===== config.mk =====
export PLATFORM = sky130hd
export DESIGN_NAME = ready_bitmap_priority_scheduler
export DESIGN_NICKNAME = d
export VERILOG_FILES = /design/src/hdl/rbps_pkg.sv /design/src/hdl/rbps_ram.sv /design/src/hdl/rbps_encode.sv /design/src/hdl/ready_bitmap_priority_scheduler.sv
export SDC_FILE = /design/constraint.sdc
export NUM_CORES = 1
export LEC_CHECK = 0
export BUFFER_PORTS_ARGS = -buffer_cell sky130_fd_sc_hd__buf_2
export CORE_MARGIN = 2
export CORE_UTILIZATION = 40
export DETAILED_ROUTE_END_ITERATION = 6
export SLEW_MARGIN = 20
export SYNTH_ARGS = -nofsm -noshare
export SYNTH_HDL_FRONTEND = slang
export SYNTH_SLANG_ARGS = --single-unit

===== constraint.sdc =====
create_clock -name clk -period 10.65 [get_ports clk]
set_input_delay 1.5975 -clock clk [delete_from_list [all_inputs] [get_ports clk]]
set_output_delay 1.5975 -clock clk [all_outputs]
set_load 0.02 [all_outputs]

===== src/hdl/rbps_pkg.sv =====
// Package for the ready bitmap priority scheduler.
// Holds the sizing constants, command and status codes, and the transaction types.
// No dependencies.
package rbps_pkg;

    localparam int PRIO_COUNT = 32;
    localparam int PRIO_W = (PRIO_COUNT > 1) ? $clog2(PRIO_COUNT) : 1;
    localparam int CNT_W = 8;
    localparam int LOCK_W = 8;

    localparam logic [CNT_W-1:0] CNT_MAX = 8'd255;
    localparam logic [LOCK_W-1:0] LOCK_MAX = 8'd255;

    localparam logic [2:0] CMD_READY = 3'd0;
    localparam logic [2:0] CMD_UNREADY = 3'd1;
    localparam logic [2:0] CMD_QUERY = 3'd2;
    localparam logic [2:0] CMD_LOCK = 3'd3;
    localparam logic [2:0] CMD_UNLOCK = 3'd4;

    localparam logic [1:0] STATUS_OK = 2'd0;
    localparam logic [1:0] STATUS_EMPTY = 2'd1;
    localparam logic [1:0] STATUS_OVERFLOW = 2'd2;
    localparam logic [1:0] STATUS_NOT_LOCKED = 2'd3;

    typedef struct packed {
        logic [2:0] cmd;
        logic [5:0] priority_req;
    } req_t;

    typedef struct packed {
        logic [5:0] top_priority;
        logic       any_ready;
        logic       sched_allowed;
        logic       reschedule;
        logic [1:0] status;
    } rsp_t;

endpackage


===== src/hdl/rbps_ram.sv =====
// Generic single-port-write, single-port-read RAM with a registered read.
// The read data holds its value in cycles without a read enable.
// No dependencies.
module rbps_ram #(
    parameter int WIDTH = 8,
    parameter int DEPTH = 32
) (
    input  logic                     clk,
    input  logic                     wr_en,
    input  logic [$clog2(DEPTH)-1:0] wr_addr,
    input  logic [WIDTH-1:0]         wr_data,
    input  logic                     rd_en,
    input  logic [$clog2(DEPTH)-1:0] rd_addr,
    output logic [WIDTH-1:0]         rd_data
);

    logic [WIDTH-1:0] mem [DEPTH];

    always_ff @(posedge clk)
    begin
        if (wr_en)
        begin
            mem[wr_addr] <= wr_data;
        end
        if (rd_en)
        begin
            rd_data <= mem[rd_addr];
        end
    end

endmodule


===== src/hdl/rbps_encode.sv =====
// Two-level priority encoder over the group byte and the per-priority bitmap.
// Depends on rbps_pkg.
module rbps_encode
    import rbps_pkg::*;
(
    input  logic [PRIO_COUNT-1:0] prio_bits,
    input  logic [7:0]            group_bits,
    output logic [5:0]            top_priority,
    output logic                  any_ready
);

    function automatic logic [2:0] low_bit8(input logic [7:0] v);
        logic [2:0] idx;
        idx = 3'd0;
        for (int i = 7; i >= 0; i--)
        begin
            if (v[i])
            begin
                idx = 3'(i);
            end
        end
        return idx;
    endfunction

    logic [63:0] bits_wide;
    logic [2:0]  grp;
    logic [7:0]  grp_byte;

    always_comb
    begin
        bits_wide = 64'(prio_bits);
        any_ready = |group_bits;
        grp = low_bit8(group_bits);
        grp_byte = bits_wide[{grp, 3'b000} +: 8];
        top_priority = any_ready ? {grp, low_bit8(grp_byte)} : 6'd0;
    end

endmodule


===== src/hdl/ready_bitmap_priority_scheduler.sv =====
// Top level of the ready bitmap priority scheduler.
// Depends on rbps_pkg, rbps_ram and rbps_encode.
//
// Usage:
// The req channel carries one command per transaction (mark a priority ready or
// not ready, query, lock or unlock). The rsp channel returns one transaction per
// command with the highest ready priority, the lock state, the reschedule flag
// and a status code, all taken after the command's update.
// Each command reads the ready count of its priority from the count RAM in the
// accept cycle and writes it back in the update state, when the response is
// loaded into the output register. A new command is accepted only after that
// read-modify-write of the count RAM has completed, so commands do not overlap.
// After reset all counts read as zero through per-entry valid bits, no priority
// is ready and the scheduler is unlocked; no clearing pass is needed.
// When the receiver stalls, the response waits in the output register; a new
// command is still accepted, and it waits in the update state until the output
// register is free.
module ready_bitmap_priority_scheduler
    import rbps_pkg::*;
(
    input  logic clk,
    input  logic rst_n,
    input  logic req_valid,
    output logic req_ready,
    input  req_t req,
    output logic rsp_valid,
    input  logic rsp_ready,
    output rsp_t rsp
);

    localparam logic ST_IDLE = 1'b0;
    localparam logic ST_UPDATE = 1'b1;

    logic                  state_reg;
    logic                  state_next;
    logic [2:0]            cmd_reg;
    logic [5:0]            prio_reg;
    logic [PRIO_COUNT-1:0] valid_reg;
    logic [PRIO_COUNT-1:0] prio_bits_reg;
    logic [PRIO_COUNT-1:0] prio_bits_next;
    logic [7:0]            group_bits_reg;
    logic [7:0]            group_bits_next;
    logic [LOCK_W-1:0]     lock_reg;
    logic [LOCK_W-1:0]     lock_next;
    logic                  rsp_valid_reg;
    rsp_t                  rsp_reg;

    logic                  accept;
    logic                  complete;
    logic [PRIO_W-1:0]     addr;
    logic [CNT_W-1:0]      rd_data;
    logic [CNT_W-1:0]      cnt;
    logic [CNT_W-1:0]      cnt_next;
    logic                  cnt_wr;
    logic                  prio_ok;
    logic [2:0]            grp;
    logic [63:0]           bits_wide;
    logic [1:0]            status;
    logic                  resched;
    logic [5:0]            enc_top;
    logic                  enc_any;

    assign req_ready = (state_reg == ST_IDLE);
    assign accept = req_valid && req_ready;
    assign complete = (state_reg == ST_UPDATE) && (!rsp_valid_reg || rsp_ready);
    assign addr = prio_reg[PRIO_W-1:0];
    assign grp = prio_reg[5:3];
    assign prio_ok = {1'b0, prio_reg} < 7'(PRIO_COUNT);
    assign cnt = valid_reg[addr] ? rd_data : '0;

    rbps_ram #(
        .WIDTH(CNT_W),
        .DEPTH(PRIO_COUNT)
    ) u_count_ram (
        .clk    (clk),
        .wr_en  (complete && cnt_wr),
        .wr_addr(addr),
        .wr_data(cnt_next),
        .rd_en  (accept),
        .rd_addr(req.priority_req[PRIO_W-1:0]),
        .rd_data(rd_data)
    );

    always_comb
    begin
        cnt_next = cnt;
        cnt_wr = 1'b0;
        status = STATUS_OK;
        resched = 1'b0;
        prio_bits_next = prio_bits_reg;
        group_bits_next = group_bits_reg;
        lock_next = lock_reg;
        bits_wide = '0;
        unique case (cmd_reg)
            CMD_READY:
            begin
                if (prio_ok)
                begin
                    if (cnt == CNT_MAX)
                    begin
                        status = STATUS_OVERFLOW;
                    end
                    else
                    begin
                        cnt_next = cnt + 1'b1;
                        cnt_wr = 1'b1;
                    end
                    prio_bits_next[addr] = 1'b1;
                    group_bits_next[grp] = 1'b1;
                end
            end
            CMD_UNREADY:
            begin
                if (prio_ok)
                begin
                    if (cnt == '0)
                    begin
                        status = STATUS_EMPTY;
                    end
                    else
                    begin
                        cnt_next = cnt - 1'b1;
                        cnt_wr = 1'b1;
                        if (cnt == CNT_W'(1))
                        begin
                            prio_bits_next[addr] = 1'b0;
                            bits_wide = 64'(prio_bits_next);
                            if (bits_wide[{grp, 3'b000} +: 8] == 8'd0)
                            begin
                                group_bits_next[grp] = 1'b0;
                            end
                        end
                    end
                end
            end
            CMD_LOCK:
            begin
                if (lock_reg != LOCK_MAX)
                begin
                    lock_next = lock_reg + 1'b1;
                end
            end
            CMD_UNLOCK:
            begin
                if (lock_reg == '0)
                begin
                    status = STATUS_NOT_LOCKED;
                end
                else
                begin
                    lock_next = lock_reg - 1'b1;
                    resched = (lock_reg == LOCK_W'(1));
                end
            end
            default:
            begin
                status = STATUS_OK;
            end
        endcase
    end

    rbps_encode u_encode (
        .prio_bits   (prio_bits_next),
        .group_bits  (group_bits_next),
        .top_priority(enc_top),
        .any_ready   (enc_any)
    );

    always_comb
    begin
        state_next = state_reg;
        unique case (state_reg)
            ST_IDLE:
            begin
                if (accept)
                begin
                    state_next = ST_UPDATE;
                end
            end
            ST_UPDATE:
            begin
                if (complete)
                begin
                    state_next = ST_IDLE;
                end
            end
            default:
            begin
                state_next = ST_IDLE;
            end
        endcase
    end

    always_ff @(posedge clk or negedge rst_n)
    begin
        if (!rst_n)
        begin
            state_reg <= ST_IDLE;
            valid_reg <= '0;
            prio_bits_reg <= '0;
            group_bits_reg <= '0;
            lock_reg <= '0;
            rsp_valid_reg <= 1'b0;
        end
        else
        begin
            state_reg <= state_next;
            if (complete)
            begin
                prio_bits_reg <= prio_bits_next;
                group_bits_reg <= group_bits_next;
                lock_reg <= lock_next;
                rsp_valid_reg <= 1'b1;
                if (cnt_wr)
                begin
                    valid_reg[addr] <= 1'b1;
                end
            end
            else if (rsp_ready)
            begin
                rsp_valid_reg <= 1'b0;
            end
        end
    end

    always_ff @(posedge clk)
    begin
        if (accept)
        begin
            cmd_reg <= req.cmd;
            prio_reg <= req.priority_req;
        end
        if (complete)
        begin
            rsp_reg.top_priority <= enc_top;
            rsp_reg.any_ready <= enc_any;
            rsp_reg.sched_allowed <= (lock_next == '0);
            rsp_reg.reschedule <= resched;
            rsp_reg.status <= status;
        end
    end

    assign rsp_valid = rsp_valid_reg;
    assign rsp = rsp_reg;

endmodule

* Word level (Yosys, flattened, before mapping)
Memory sizes are Yosys's and may differ from the RTL's. A register that Yosys moved wholly into a read port is not among the register bits.
Index checks and enable logic that the tools add are counted.
** Cells by class
- Shift operators :: 2
- Equality and inequality tests :: 7
- Reduce and logical (&&, ||, !) cells :: 19
- Magnitude comparators :: 5
- Muxes and demuxes :: 59
- Bitwise operators :: 10
- $mul :: 0
- Add/subtract/negate cells :: 4
- Div/mod/pow operators :: 0
** Operators with widths (number)
- $mux 32 :: 4
- $shiftx 64x7->8 :: 2
- $mux 8 :: 12
- $or 32x32->32 :: 2
- $pmux 32 s2 :: 1
- $pmux 8 s2 :: 3
- $mux 3 :: 12
- $and 32x32->32 :: 1
- $logic_not 8->1 :: 4
- $not 32->32 :: 1
- $add 8x1->8 const B :: 2
- $eq 8x1->1 const B :: 2
- $mux 1 :: 16
- $sub 8x1->8 const B :: 2
- $mux 2 :: 5
- $and 8x8->8 :: 1
- $eq 8x8->1 const B :: 1
- $ne 8x8->1 const B :: 1
- $not 8->8 :: 1
- $or 8x8->8 :: 1
- $reduce_or 8->1 :: 1
- $lt 5x6->1 const B :: 1
- $lt 6x6->1 const B :: 1
- $pmux 2 s3 :: 1
- 20 further kinds :: 28
** Word-level totals
- Memory bits (read-only) :: 0
- Logic and storage cells :: 123
- Memories :: 1
- Flip-flop bits (word level) :: 102
- Memory bits (writable) :: 256
- Latch bits :: 0
** Memories
- u_count_ram.mem :: words 32, bits a word 8, rd ports 1, clocked after Yosys merged registers in 1, wr ports 1, RTL line rbps_ram.sv:17 : logic [WIDTH-1:0] mem [DEPTH];

* Depth between registers and ports, before layout
Gate-level depths: netlist of run 1.
- Depth after elaboration :: 29
- Depth in mapped cells :: 20
- Mapped depth without buffers :: 16

* Modules after synthesis
A second synthesis of run 1 with hierarchy kept.
** Unflattened totals
- Cell total of the unflattened synthesis :: 1172
- Area, all modules :: 17135.2 um^2
** Modules (own cells, without submodules)
- rbps_ram :: area an instance 10133.5 um^2, times used 1, cells each 417
- ready_bitmap_priority_scheduler :: area an instance 6471.2 um^2, times used 1, cells each 671
- rbps_encode :: area an instance 530.5 um^2, times used 1, cells each 84

* Worst setup path before layout of run 1
No wires, ideal clock.
- Kind :: reg-to-reg
- From :: register prio_reg[0]
- To :: memory u_count_ram.mem[0][4] (data pin)
- Library setup time :: 0.467 ns
- Cell stages (with the launch flop) :: 16
- Setup slack :: 5.806 ns
- Arrival :: 4.377 ns
- Cell sequence :: edfxtp_1 buf_6 mux4_2 a22o_1 a21oi_2 o311a_2 buf_6 nand2b_1 inv_1 ha_1 and4_1 and2_1 a31oi_1 nand4_1 xor2_1 o31ai_1
** On the way
- Word-level cells in the longest chain between the ends :: 7
** Ends and longest elaborated chain
- start, declared :: RTL line ready_bitmap_priority_scheduler.sv:37 : logic [5:0] prio_reg;
- start signal, assigned :: RTL line ready_bitmap_priority_scheduler.sv:231 : prio_reg <= req.priority_req;
- $bmux 1 s5 :: RTL line ready_bitmap_priority_scheduler.sv:69 : assign cnt = valid_reg[addr] ? rd_data : '0;
- $mux 1 (implied by the code) :: RTL line ready_bitmap_priority_scheduler.sv:69
- $mux 8 :: RTL line ready_bitmap_priority_scheduler.sv:69
- $sub 8x1->8, or another cell as far along :: RTL line ready_bitmap_priority_scheduler.sv:122 : cnt_next = cnt - 1'b1;
- $mux 8 (on tied branches) :: RTL line ready_bitmap_priority_scheduler.sv:116, ready_bitmap_priority_scheduler.sv:99
- $mux 8 (on tied branches) :: RTL line ready_bitmap_priority_scheduler.sv:114, ready_bitmap_priority_scheduler.sv:97
- $pmux 8 s2 (*) :: RTL line ready_bitmap_priority_scheduler.sv:94 : unique case (cmd_reg)
- via cnt_next[4] :: RTL line ready_bitmap_priority_scheduler.sv:53 : logic [CNT_W-1:0] cnt_next;
- end, declared :: RTL line rbps_ram.sv:17
Mark *: on every way through the listed nets, which the timed path passes. The rest lies on a longest branch. The select of a mux whose other input is x is not followed.

* Worst setup path after layout of run 1
- From :: register prio_reg[1]
- To :: memory u_count_ram.mem[15][3] (enable)
** On the way
- Word-level cells in the longest chain between the ends :: 10
** Ends and longest elaborated chain
- $bmux 1 s5 :: RTL line ready_bitmap_priority_scheduler.sv:69
- $mux 1 (implied by the code) :: RTL line ready_bitmap_priority_scheduler.sv:69
- $mux 8 :: RTL line ready_bitmap_priority_scheduler.sv:69
- $eq 8x8->1 or $logic_not 8->1 (tied branches) :: RTL line ready_bitmap_priority_scheduler.sv:99, ready_bitmap_priority_scheduler.sv:116
- $mux 1 (on tied branches) :: RTL line ready_bitmap_priority_scheduler.sv:99, ready_bitmap_priority_scheduler.sv:116
- $mux 1 (on tied branches) :: RTL line ready_bitmap_priority_scheduler.sv:97, ready_bitmap_priority_scheduler.sv:114
- $pmux 1 s2 :: RTL line ready_bitmap_priority_scheduler.sv:94
- $logic_and 1x1->1 :: RTL line ready_bitmap_priority_scheduler.sv:76 : .wr_en (complete && cnt_wr),
- $mux 1 :: RTL line rbps_ram.sv:21 : if (wr_en)
- $mux 1 (implied by the code) :: RTL line rbps_ram.sv:23 : mem[wr_addr] <= wr_data;
Parallel ways exist; a longest one is shown, timed or not. The select of a mux whose other input is x is not followed.

==> results.toml, run 1 <==
[floorplan]
core-area_mm2 = 0.0409
die_y_um = 208
rows = 74
fp.dieArea_mm2 = 0.0431
chipWidth_um = 208
io_pins = 26
start_util_pct = 40.5

[timing]
final-setup-viol-count = 0
hold_viol = 0
rsz0062_at_grt = "no"
slew_headroom_pct = 28.3
skew_ps = 33.9
final.min_clock_period_ps = 5760
slew_violations = 0
min_period_over_period_pct = 54.0
worst_slew_pin_slew_ps = 1070
max_freq_mhz = 174
finalSetupTns_ps = 0

[yosys]
synth_top_area_share_pct = 51.4
netlist_instances = 1135
syn_avg_cell_area_um2 = 14.6
synth.most_common_cell = "edfxtp_1"
synth_nets = 1155
synth-edff-count = 284
netlist.top_cell.by_area = "edfxtp_1"
synth_flop_cell = "edfxtp_1"
yosys_warnings = 0
ys_top_cells_by_area = "edfxtp_1 51%, mux4_2 13%, dfrtp_1 12%"
ys_types = 77
syn_area_mm2 = 0.0166
async_flop_share_pct = 22.4
ys_top_cells_by_count = "284 x edfxtp_1, 115 x o21ai_0, 94 x mux4_2"
ys_seq_elements = 366
seq_area_frac_synth_pct = 63.8

[detailed_routing]
num_vias = 9943
routed_via_density = 5.84
wl_um = 39600
drtAntennaViolNets = 0
drt-initial-drc-count = 1013
firstDrtPassIters = 5
route.detailed.drc = 0
wire_per_inst_um = 23.3

[pwr]
p_total_mw = 3.77
p_leak_nw = 6.39
peakVddDrop_v = 0.000115
powerDensity_mw_per_mm2 = 204

[placement]
port_buffers = 25
dp_cells = 1633
gp_congestion = 0.833
hpwl_um = 26000

[flow_run]
cap_violations = 0

[hold_path]
hp-class = "flop to flop"

[cts]
postCtsSetupBuffers = 0
clk_latency_ps = 560
cts_made_buffers = 39
postCtsHoldBufs = 0
cts_tree = "built"
clk_path_buf_depth = 3
cts-root-buf = "clkbuf_16"
path_clk_slew_ps = 60
cts_resized = 0
htreeDepth = 2
cts_num_sinks = 366

[critical_path]
cp_slowest_stage_delay_ps = 930
required_ps = 10820
slowest_stage = "nor3_1"
path_cells = "nand2b_1 -> o32ai_2 -> nor4_1 -> o311a_2 -> nand2b_1 -> inv_1 -> ha_1 -> and4_1 -> and2_1 -> a31oi_1 -> nor3b_1 -> inv_1 -> nand2_1 -> nand2_2 -> buf_4 -> nor3_1"
cp.arrival_ps = 5930
timing_worst_setup_path_type = "flop to flop"
crit_path_start_kind = "flop"
path_max_fanout = 59
critPathCaptureType = "flop"

[final_layout]
diodes = 0
nets = 1162
stdcell_count = 1702
drive_above_1_share_pct = 20.0
largest_reg_flops = 256
syn_to_final_growth_pct = 11.4

[run_status]
outcome = "completed"

[grt]
grt_pass1_vias = 9639
grt_max_degree = 83
gr-total-overflow = 0
grt_pass1_wl_um = 61000
antenna_found_initial = 0
grt_usage_pct = 18.5
-- worst max-delay path: cells and delay by family (launching register included) --
kind,cells,cell delay (ps)
buf+inv,3,480
simple gates,9,2820
flops,1,760
fa+ha+maj,1,210
compound gates,3,1050
-- cells by family (layout without fill, tap and decap cells) --
kind of cell,count (synthesis),after routing,share of synthesized area [%]
flops,366,366,63.8
simple gates,279,279,8.17
compound gates,265,265,10.3
mux,120,120,14.5
buf+inv,93,128,2.45
fa+ha+maj,7,7,0.528
xor+xnor,5,5,0.264
-- path summary, 6_finish.rpt --
kind                                               start  depth (start not counted)                               end  slack, ps
max                                prio_reg[1]$_DFFE_PP_                         16  u_count_ram.mem[15][3]$_DFFE_PP_       4890
min                        group_bits_reg[6]$_DFFE_PN0P_                          0     group_bits_reg[6]$_DFFE_PN0P_        410
max reg2reg                        prio_reg[1]$_DFFE_PP_                         16  u_count_ram.mem[15][3]$_DFFE_PP_       4890
min reg2reg                group_bits_reg[6]$_DFFE_PN0P_                          0     group_bits_reg[6]$_DFFE_PN0P_        410
max in group asynchronous                          rst_n                          1               state_reg$_DFF_PN0_       9040
min in group asynchronous                          rst_n                          1      prio_bits_reg[3]$_DFFE_PN0P_       1110
-- per-stage QoR --
step	hold WS, ps	utilization [%]	setup slack (ps)	cell area (µm²)
global route	444	45.2	4490	18500
CTS	416	45.1	4870	18500
floorplan	423	-	5810	16600
finish	413	45.2	4890	18500
detailed placement	406	42.2	4910	17300
global placement	405	42.2	5090	17300
-- layout by cell type, fill, tap and decap left out, types with 12 or more instances in the layout --
| cell type | Yosys | layout |
|---|---|---|
| nor3_1 | 19 | 18 |
| nand3_1 | 21 | 21 |
| inv_1 | 15 | 15 |
| o21bai_1 | 27 | 27 |
| clkbuf_16 | 0 | 39 |
| mux2i_1 | 13 | 12 |
| a21oi_1 | 24 | 24 |
| buf_2 | 10 | 23 |
| o21ai_0 | 115 | 114 |
| nor2_1 | 84 | 84 |
| edfxtp_1 | 284 | 284 |
| mux4_2 | 94 | 94 |
| o211ai_1 | 17 | 17 |
| a31oi_1 | 12 | 12 |
| buf_4 | 0 | 19 |
| nor4_1 | 13 | 13 |
| nand2_1 | 83 | 82 |
| dfrtp_1 | 82 | 82 |
-- report_power, final --
group	internal [mW]	switching [mW]
combinational	0.260	0.460
clock	0.729	0.557
sequential	1.67	0.0917
-- area by class of cell --
| type | instances | area [µm²] |
|---|---|---|
| clock buffers | 52 | 1050 |
| inverters | 16 | 60.1 |
| flip-flops and latches | 366 | 10600 |
| repair buffers | 43 | 269 |
| multi-input cells | 676 | 5700 |
| clock inverters | 17 | 150 |
| well taps | 532 | 666 |
| fillers | 3565 | 22400 |
-- layer usage --
layer  GRT usage (%)  vias up  share of wire (%)
met3            2.97       76                5.8
li1                -     4465                  -
met1            27.4     5061                 46
met4            6.26        0                3.0
met5               0        -                  0
met2            27.9      341                 45
Note: power is estimated with default switching activity, not from simulation.
==> inputs of run 2 (changes only) <==
==> constraint.sdc (replaced) <==
create_clock -name clk -period 5.05 [get_ports clk]
set_input_delay 0.7575 -clock clk [delete_from_list [all_inputs] [get_ports clk]]
set_output_delay 0.7575 -clock clk [all_outputs]
set_load 0.02 [all_outputs]
==> run 2 against run 1 <==
- via count rose by 2.8%
- combinational power rose by 120%
- clock skew fell by 8.5 ps
- final cell count rose by 3.3%
- critical endpoint is now rsp[6]$_SDFFCE_PP0P_
- largest power group unchanged
- highest routed layer unchanged
==> results.toml, run 2 (synthesis gave the netlist of run 1 again) <==
[pwr]
p_leak_nw = 6.71
clock_power_share_pct = 34.9
seq_power_share_pct = 45.9
p_total_mw = 8.10
internal-power_mw = 5.75
powerDensity_mw_per_mm2 = 428
p_sw_mw = 2.35
combPwrFrac_pct = 19.2
peakVddDrop_v = 0.000191
swShare_pct = 29.0

[cts]
cts_made_buffers = 39
cts_num_sinks = 366
cts_tree = "built"
path_clk_slew_ps = 60
clk_path_buf_depth = 3
cts-root-buf = "clkbuf_16"
htreeDepth = 2
clk_latency_ps = 550

[critical_path]
startpoint = "prio_reg[0]$_DFFE_PP_"
cp.arrival_ps = 5020
critPathCaptureType = "flop"
crit_path_start_kind = "flop"
path_max_fanout = 12
timing_worst_setup_path_type = "flop to flop"
worstSetupEndpoint = "rsp[6]$_SDFFCE_PP0P_"
ff2ff_setup_slack_ps = 330
rr_worst_depth = 15
reg2reg_to = "rsp[6]$_SDFFCE_PP0P_"
required_ps = 5350
timing.rr.start = "prio_reg[0]$_DFFE_PP_"

[floorplan]
die_y_um = 208
fp.dieArea_mm2 = 0.0431
core-area_mm2 = 0.0409
io_pins = 26
rows = 74
chipWidth_um = 208
start_util_pct = 40.5

[final_layout]
drive_above_1_share_pct = 23.8
nets = 1218
largest_reg_flops = 256
syn_to_final_growth_pct = 14.2
layout_commonest_cell = "edfxtp_1"
diodes = 0
layout_common_cells = "284 x edfxtp_1, 114 x o21ai_0, 94 x mux4_2"
fin_util_pct = 46.3

[detailed_routing]
wl_um = 40400
num_vias = 10200
drtAntennaViolNets = 0
route.detailed.drc = 0
drt-initial-drc-count = 1022
firstDrtPassIters = 5
routed_via_density = 5.81
wire_per_inst_um = 22.9

[timing]
slew_headroom_pct = 33.8
final-setup-viol-count = 0
min_period_over_period_pct = 93.4
max_freq_mhz = 212
worst_slew_pin_slew_ps = 992
slew_violations = 0
layout_setup_ws_ps = 333
rsz0062_at_grt = "no"
skew_ps = 25.4
finalSetupTns_ps = 0
hold_viol = 0
final.min_clock_period_ps = 4720

[grt]
gr-total-overflow = 0
antenna_found_initial = 1
grt_pass1_vias = 9865
grt_usage_pct = 18.6
grt_max_degree = 83
grt_pass1_wl_um = 61400

[placement]
port_buffers = 25
hpwl_um = 27000
place_ws_ps = 241
gp_congestion = 0.860

[flow_run]
cap_violations = 0

[hold_path]
hp-class = "input port to async pin"

[run_status]
outcome = "completed"
==> run 2: cell count changes in the layout (fill, tap and decap cells not counted), sizes merged <==
cell | previous run | this run
inv | 20 | 19
bufinv | 1 | 4
clkinv | 9 | 14
buf | 43 | 99
clkbuf | 52 | 47
clkinvlp | 3 | 2
==> run 2: routing by layer <==
metal / vias to the layer above / GRT usage, % / wire length [µm]
li1: 4582 / - / -
met4: 0 / 6.11 / 1310
met1: 5205 / 26.7 / 18000
met2: 357 / 29.1 / 18800
met3: 80 / 2.78 / 2260
met5: - / 0 / 0
==> run 2: power by group through the flow <==
stage	Clock, mW	Sequential, mW	Combinational [mW]
floorplan	0	3.73	1.10
finish	2.83	3.71	1.56
CTS	2.88	3.72	1.54
detailed placement	0	3.77	1.53
global route	2.99	3.74	1.71
global placement	0	3.78	1.51
==> run 2: worst min path at each step <==
stage,depth (start not counted),slack [ps],startpoint,endpoint
after global routing,1,330,rst_n,prio_bits_reg[8]$_DFFE_PN0P_
after floorplan,1,420,valid_reg[14]$_DFFE_PN0P_,valid_reg[14]$_DFFE_PN0P_
after CTS,1,370,req[6],cmd_reg[0]$_DFFE_PP_
after global placement,0,410,group_bits_reg[6]$_DFFE_PN0P_,group_bits_reg[6]$_DFFE_PN0P_
after detailed placement,0,420,group_bits_reg[5]$_DFFE_PN0P_,group_bits_reg[5]$_DFFE_PN0P_
final,1,250,rst_n,prio_bits_reg[8]$_DFFE_PN0P_
==> run 2: what timing repair did <==
action | in CTS | in global routing
gates resized for setup | 0 | 1
buffers inserted | 0 | 5
endpoints found under the hold margin | 0 | 0
hold buffers | 0 | 0
setup endpoints to repair | 0 | 203
==> run 2: cell type report <==
class	instances	area [µm²]
timing repair buffer	99	702
clock inverter	23	240
multi-input combinational	676	5690
fill	3556	22000
tap	532	666
clock buffer	47	1010
sequential	366	10600
inverter	16	60.1
==> run 2: critical path: stages (launching register included) <==
cell,delay [ps]
edfxtp_1,450
buf_4,210
mux4_2,330
mux2i_1,80
o311a_2,400
nor2b_1,350
inv_1,130
ha_1,240
nor3b_2,320
o2111ai_4,270
mux2i_2,250
buf_4,220
or3b_1,360
a32o_1,280
or3_4,390
o21a_1,190
==> run 2: per-stage QoR <==
| stage | hold WS, ps | cell area [µm²] | std cells |
|---|---|---|---|
| floorplan | 423 | 16600 | 1135 |
| global placement | 410 | 17700 | 1684 |
| detailed placement | 415 | 17700 | 1684 |
| CTS | 374 | 18900 | 1754 |
| global route | 334 | 18900 | 1759 |
| finish | 250 | 18900 | 1759 |
